--- src/rtl/bc1_to_bc5_block_texel_decoder_top_macros.svh ---
// Assertion macros shared by the queue and back parts of the texel decoder.
`ifndef BC1_TO_BC5_BLOCK_TEXEL_DECODER_TOP_MACROS_SVH
`define BC1_TO_BC5_BLOCK_TEXEL_DECODER_TOP_MACROS_SVH

// The condition must hold at every clock edge outside reset.
`define BCTD_ASSERT(lbl, cond, msg) \
   lbl: assert property (@(posedge clock) disable iff (reset) (cond)) else $error(msg);

// When the antecedent holds, the consequent holds in the same cycle.
`define BCTD_ASSERT_IMPLY(lbl, pre, post, msg) \
   lbl: assert property (@(posedge clock) disable iff (reset) (pre) |-> (post)) \
      else $error(msg);

// When the antecedent holds, the consequent holds in the next cycle.
`define BCTD_ASSERT_NEXT(lbl, pre, post, msg) \
   lbl: assert property (@(posedge clock) disable iff (reset) (pre) |=> (post)) \
      else $error(msg);

`endif

--- src/rtl/bctd_pkg.sv ---
// Types, constants and decode functions of the block texel decoder.
`default_nettype none

package bctd_pkg;

   localparam int HALF_W              = 64;
   localparam int PIXEL_W             = 32;
   localparam int POS_W               = 4;
   localparam int FMT_W               = 3;
   localparam int TEXELS              = 16;
   localparam int QUEUE_DEPTH_DEFAULT = 2;

   typedef logic [FMT_W-1:0] fmt_type;

   localparam fmt_type FMT_BC1 = 3'd0;
   localparam fmt_type FMT_BC2 = 3'd1;
   localparam fmt_type FMT_BC3 = 3'd2;
   localparam fmt_type FMT_BC4 = 3'd3;
   localparam fmt_type FMT_BC5 = 3'd4;

   typedef logic [6:0] weight_type;

   // One classified block as it waits for the texel datapath.
   typedef struct packed {
      fmt_type           fmt;
      logic              four_colour;
      logic              lo_gt;
      logic              hi_gt;
      logic [HALF_W-1:0] lo;
      logic [HALF_W-1:0] hi;
   } blk_entry_type;

   // ((64-w)*e0 + w*e1 + 32) >> 6 on 8-bit endpoints.
   function automatic logic [7:0] mix_chan(logic [7:0] e0, logic [7:0] e1, weight_type w);
      logic [6:0]  wc;
      logic [14:0] sum;
      wc  = 7'd64 - w;
      sum = ({8'd0, wc} * {7'd0, e0}) + ({8'd0, w} * {7'd0, e1}) + 15'd32;
      return sum[13:6];
   endfunction

   // Mixes two 565 endpoints and widens the result to 8-bit RGB.
   function automatic logic [23:0] colour_rgb(logic [15:0] c0, logic [15:0] c1,
                                              weight_type w);
      logic [7:0] r;
      logic [7:0] g;
      logic [7:0] b;
      r = mix_chan({3'd0, c0[15:11]}, {3'd0, c1[15:11]}, w);
      g = mix_chan({2'd0, c0[10:5]}, {2'd0, c1[10:5]}, w);
      b = mix_chan({3'd0, c0[4:0]}, {3'd0, c1[4:0]}, w);
      return {r[4:0], r[4:2], g[5:0], g[5:4], b[4:0], b[4:2]};
   endfunction

   // Weight of a 3-bit alpha code in eight-value or six-value mode.
   function automatic weight_type alpha_weight(logic gt, logic [2:0] code);
      weight_type w;
      case (code)
         3'd0:    w = 7'd0;
         3'd1:    w = 7'd64;
         3'd2:    w = gt ? 7'd9  : 7'd13;
         3'd3:    w = gt ? 7'd18 : 7'd26;
         3'd4:    w = gt ? 7'd27 : 7'd38;
         3'd5:    w = gt ? 7'd37 : 7'd51;
         3'd6:    w = gt ? 7'd46 : 7'd0;
         3'd7:    w = gt ? 7'd55 : 7'd0;
         default: w = 7'd0;
      endcase
      return w;
   endfunction

   // Interpolated 8-bit channel; six-value mode has fixed black and white codes.
   function automatic logic [7:0] alpha_value(logic [7:0] a0, logic [7:0] a1, logic gt,
                                              logic [2:0] code);
      logic [7:0] v;
      v = mix_chan(a0, a1, alpha_weight(gt, code));
      if (!gt && code == 3'd6) begin
         v = 8'h00;
      end else if (!gt && code == 3'd7) begin
         v = 8'hFF;
      end
      return v;
   endfunction

endpackage

`default_nettype wire

--- src/rtl/bctd_queue.sv ---
// Short block queue between the front and back parts.
`default_nettype none
`include "bc1_to_bc5_block_texel_decoder_top_macros.svh"

module bctd_queue import bctd_pkg::*; #(
   parameter int DEPTH = QUEUE_DEPTH_DEFAULT
) (
   input  wire logic          clock,
   input  wire logic          reset,
   input  wire logic          push_valid,
   input  wire blk_entry_type push_entry,
   output logic               push_ready,
   output logic               pop_valid,
   output blk_entry_type      pop_entry,
   input  wire logic          pop_ready
);

   localparam int PTR_W = $clog2(DEPTH);
   localparam int CNT_W = $clog2(DEPTH + 1);

   blk_entry_type    slot_ff [DEPTH];
   logic [PTR_W-1:0] wr_ptr_ff;
   logic [PTR_W-1:0] wr_ptr_in;
   logic [PTR_W-1:0] rd_ptr_ff;
   logic [PTR_W-1:0] rd_ptr_in;
   logic [CNT_W-1:0] count_ff;
   logic [CNT_W-1:0] count_in;
   logic             do_push;
   logic             do_pop;

   assign push_ready = count_ff != CNT_W'(DEPTH);
   assign pop_valid  = count_ff != '0;
   assign pop_entry  = slot_ff[rd_ptr_ff];
   assign do_push    = push_valid && push_ready;
   assign do_pop     = pop_valid && pop_ready;

   always_comb begin
      wr_ptr_in = wr_ptr_ff;
      rd_ptr_in = rd_ptr_ff;
      count_in  = count_ff;
      if (do_push) begin
         wr_ptr_in = (wr_ptr_ff == PTR_W'(DEPTH - 1)) ? '0 : wr_ptr_ff + PTR_W'(1);
      end
      if (do_pop) begin
         rd_ptr_in = (rd_ptr_ff == PTR_W'(DEPTH - 1)) ? '0 : rd_ptr_ff + PTR_W'(1);
      end
      if (do_push && !do_pop) begin
         count_in = count_ff + CNT_W'(1);
      end else if (do_pop && !do_push) begin
         count_in = count_ff - CNT_W'(1);
      end
   end

   always_ff @(posedge clock) begin
      if (reset) begin
         wr_ptr_ff <= '0;
         rd_ptr_ff <= '0;
         count_ff  <= '0;
      end else begin
         wr_ptr_ff <= wr_ptr_in;
         rd_ptr_ff <= rd_ptr_in;
         count_ff  <= count_in;
      end
   end

   always_ff @(posedge clock) begin
      if (do_push) begin
         slot_ff[wr_ptr_ff] <= push_entry;
      end
   end

   `BCTD_ASSERT(a_q_bound, count_ff <= CNT_W'(DEPTH), "queue count above its depth")
   `BCTD_ASSERT_NEXT(a_q_fill, do_push && !do_pop, count_ff == $past(count_ff) + CNT_W'(1), "queue count did not rise on a push")
   `BCTD_ASSERT_IMPLY(a_q_ptr, count_ff == '0, wr_ptr_ff == rd_ptr_ff, "empty queue with pointers apart")

endmodule

`default_nettype wire

--- config.mk ---
export PLATFORM = sky130hd
export DESIGN_NAME = bctd_queue
export DESIGN_NICKNAME = d
export VERILOG_FILES = /design/src/rtl/bctd_pkg.sv /design/src/rtl/bctd_queue.sv
export VERILOG_INCLUDE_DIRS = /design/src /design/src/rtl
export SDC_FILE = /design/constraint.sdc
export NUM_CORES = 1
export LEC_CHECK = 0
export BUFFER_PORTS_ARGS = -buffer_cell sky130_fd_sc_hd__buf_2
export CAP_MARGIN = 5
export CORE_UTILIZATION = 45
export DETAILED_ROUTE_END_ITERATION = 6
export PLACE_DENSITY = 0.83
export RECOVER_POWER = 100
export SYNTH_ARGS = -nofsm -noshare
export SYNTH_HDL_FRONTEND = slang
export SYNTH_SLANG_ARGS = --single-unit
--- constraint.sdc ---
create_clock -name clock -period 4.89 [get_ports clock]
set_input_delay 0.978 -clock clock [delete_from_list [all_inputs] [get_ports clock]]
set_output_delay 0.978 -clock clock [all_outputs]
set_load 0.05 [all_outputs]
==> reports/metrics.yaml <==
outcome:
  outcome: "finished, violations left"
  failed_checks: "DRC, capacitance limit, slew limit"
setup_path:
  max_stage_delay_ns: 1.61
  cp.arrival_ns: 3.80
  end_kind: "flip-flop"
  crit_chain: "nand2b_1, nand3b_1, clkinvlp_4, clkbuf_1"
  r2r_slack_ns: 1.20
  crit_type: "flip-flop to flip-flop"
  crit_fanout: 93
  required_ns: 5.00
  crit_path_top_delay_cell: "clkinvlp_4"
  cp-start-kind: "flip-flop"
sta:
  rsz0062_at_grt: "no"
  slew_viol_final: 130
  fin_crit_sh_pct: 75.47
  worst_pin_slew_ns: 2.114
  slew_headroom_pct: -41.23
  clock_skew_ns: 0.009962
  tns_ns: 0
  fmax_mhz: 271.0
  finalCriticalPeriod_ns: 3.690
  setup_viol: 0
  hold_violations: 0
global_route:
  grt_pass1_wl_um: 27970
  grt-ovfl-total: 0
  grt_pass1_vias: 5469
  grt_max_degree: 135
  track_usage_pct: 15.50
  antenna_found_initial: 0
final_layout:
  n_antenna_cell: 0
  fin_cells: 1033
  syn_to_final_growth_pct: 21.97
  drive_gt1_share_pct: 35.19
  finalNetCount: 872
logic_synthesis:
  syn_area_um2: 10130
  synthFlopType: "edfxtp_1"
  syn_nets: 580
  synth_area_leaders: "edfxtp_1 79%, mux2_4 8.9%, mux2_2 8.2%"
  async_reset_ff_share_pct: 0
  synth_common_cells: "268 x edfxtp_1, 74 x mux2_2, 60 x mux2_4, 8 x buf_6, 7 x buf_2"
  yosysTopAreaCell: "edfxtp_1"
  synth_edf_count: 268
  syn_area_per_cell_um2: 22.97
  synth.most_common_cell: "edfxtp_1"
  syn_inst: 441
  ys_seq_area_share_pct: 80.43
  ys_ff_latch: 273
  synth_top_area_share_pct: 79.45
  yosysWarnings: 0
  ys_types: 19
die:
  start_util_pct: 46.13
  die-area_um2: 23110
  ios: 274
  fp.dieH_um: 152.0
  rows: 54
  core_um2: 21960
  die_w_um: 152.0
job:
  maxCapViolations: 2
clocking:
  postCtsSetupRepairBufs: 0
  cts.htree.levels: 1
  path_clk_slew_ns: 0.06
  insertion_delay_ns: 0.52
  numCtsBuffers: 27
  ctsResizeCount: 0
  hold_buffers: 0
  ctsLongestPathBuffers: 3
  cts_tree: "built"
  clockRootBuffer: "clkbuf_16"
  cts_num_sinks: 273
power_and_ir_drop:
  p_int_w: 0.004682
  p_clk_share_pct: 25.1
  p_seq_share_pct: 40.3
  p_leak_nw: 4.285
  vdd_drop_max_uv: 593.7
  power_frac_comb_pct: 34.6
  switching_share_pct: 37.33
  power-per-cell-area_nw_per_um2: 604.7
  power_switching_w: 0.002789
place:
  hpwl_um: 11780
  io_buffers: 273
  dp_cells: 984
  gp_congestion: 0.7078
route:
  drtIter0Drc: 296
  route.detailed.drc: 36
  ant_nets: 0
  routed_wl_um: 18350
  wl_per_cell_um: 17.76
  vias: 5061
  drtPass1Iterations: 6
  via_per_inst: 4.899
hold_path:
  hold_class: "flip-flop to flip-flop"
worst max-delay path: cells and delay by family (launching register included):
family                 cells  cell delay, ns
buffers and inverters      2            2.46
DFF                        1            0.35
and+or+nand+nor            2            0.44
stage by stage:
step / total power, W / util (%) / setup WS, ns / hold slack (ns) / instance area, um2
floorplan: 0.005260 / - / 0.2556 / 0.4705 / 10130
global placement: 0.005715 / 53.73 / 2.098 / 0.4853 / 11800
detailed placement: 0.005751 / 53.73 / 2.070 / 0.4892 / 11800
CTS: 0.007637 / 57.37 / 1.666 / 0.5095 / 12600
global route: 0.007733 / 56.27 / 0.8674 / 0.5436 / 12360
finish: 0.007471 / 56.27 / 1.200 / 0.5038 / 12360
area by class of cell:
type	count	area [um2]
Timing Repair Buffer	278	1194
Clock inverter	15	97.59
Inverter	1	7.507
Tap cell	280	350.3
Sequential cell	273	8152
Fill cell	1748	9603
Multi-Input combinational cell	152	1853
Clock buffer	34	701.9
per-layer routing:
| metal | wire length [um] | vias up | global-route usage [%] | share of wire, % |
|---|---|---|---|---|
| met5 | 0 | - | 0 | 0 |
| met4 | 606 | 0 | 5.296 | 3.3 |
| met3 | 1515 | 43 | 4.421 | 8.3 |
| met2 | 9476 | 221 | 28.28 | 52 |
| met1 | 6751 | 2463 | 17.33 | 37 |
| li1 | - | 2334 | - | - |
flip-flops by register name (all words and copies together) (netlist names), named ones only:
signal     count
wr_ptr_ff      1
slot_ff      268
count_ff       2
rd_ptr_ff      1
cells in the final DEF (no fill, tap or decap):
cell type and n:
clkinv_4 1, o21ai_0 2, a21oi_1 2, mux2_4 60, and3_1 1, dfxtp_4 1, clkinv_2 5, or2_2 1
a21bo_2 1, clkbuf_1 191, mux2_2 72, nand3b_1 1, dfxtp_1 4, or3_1 1, nor2_1 3, nand2b_1 1
clkinvlp_4 2, buf_4 1, clkinv_1 7, xor2_1 3, clkbuf_16 27, buf_12 2, and2_0 1, mux2_1 2
clkbuf_2 1, edfxtp_1 268, bufinv_16 1, buf_2 90, ha_1 1
path summary, 6_finish.rpt:
kind,cells after the start,start,endpoint
worst max-delay path,4,count_ff[0]$_SDFFE_PP0P_,slot_ff[0][32]$_DFFE_PP_
worst min-delay path,2,rd_ptr_ff$_SDFFE_PP0P_,flip-flop
worst max register to register,4,count_ff[0]$_SDFFE_PP0P_,slot_ff[0][32]$_DFFE_PP_
worst min register to register,2,rd_ptr_ff$_SDFFE_PP0P_,flip-flop
power groups by stage:
stage | logic (W) | clock network [W] | registers (W)
6_report | 0.00259 | 0.00187 | 0.00301
5_1_grt | 0.00270 | 0.00200 | 0.00304
4_1_cts | 0.00271 | 0.00193 | 0.00300
3_5_place_dp | 0.00270 | 0 | 0.00305
3_3_place_gp | 0.00269 | 0 | 0.00303
2_1_floorplan | 0.00220 | 0 | 0.00306
kinds of logic (layout without fill, tap and decap cells):
group	Yosys count	after routing	share of synthesized area (%)
buffers and inverters	16	328	1.272
xor gates and xnor gates	3	3	0.2594
DFF	273	273	80.43
muxes	134	134	17.12
adders and majority gates	1	1	0.1235
AOI/OAI and AO/OA	5	5	0.2965
and+or+nand+nor	9	9	0.4943
Note: power is estimated with default switching activity, not from simulation.
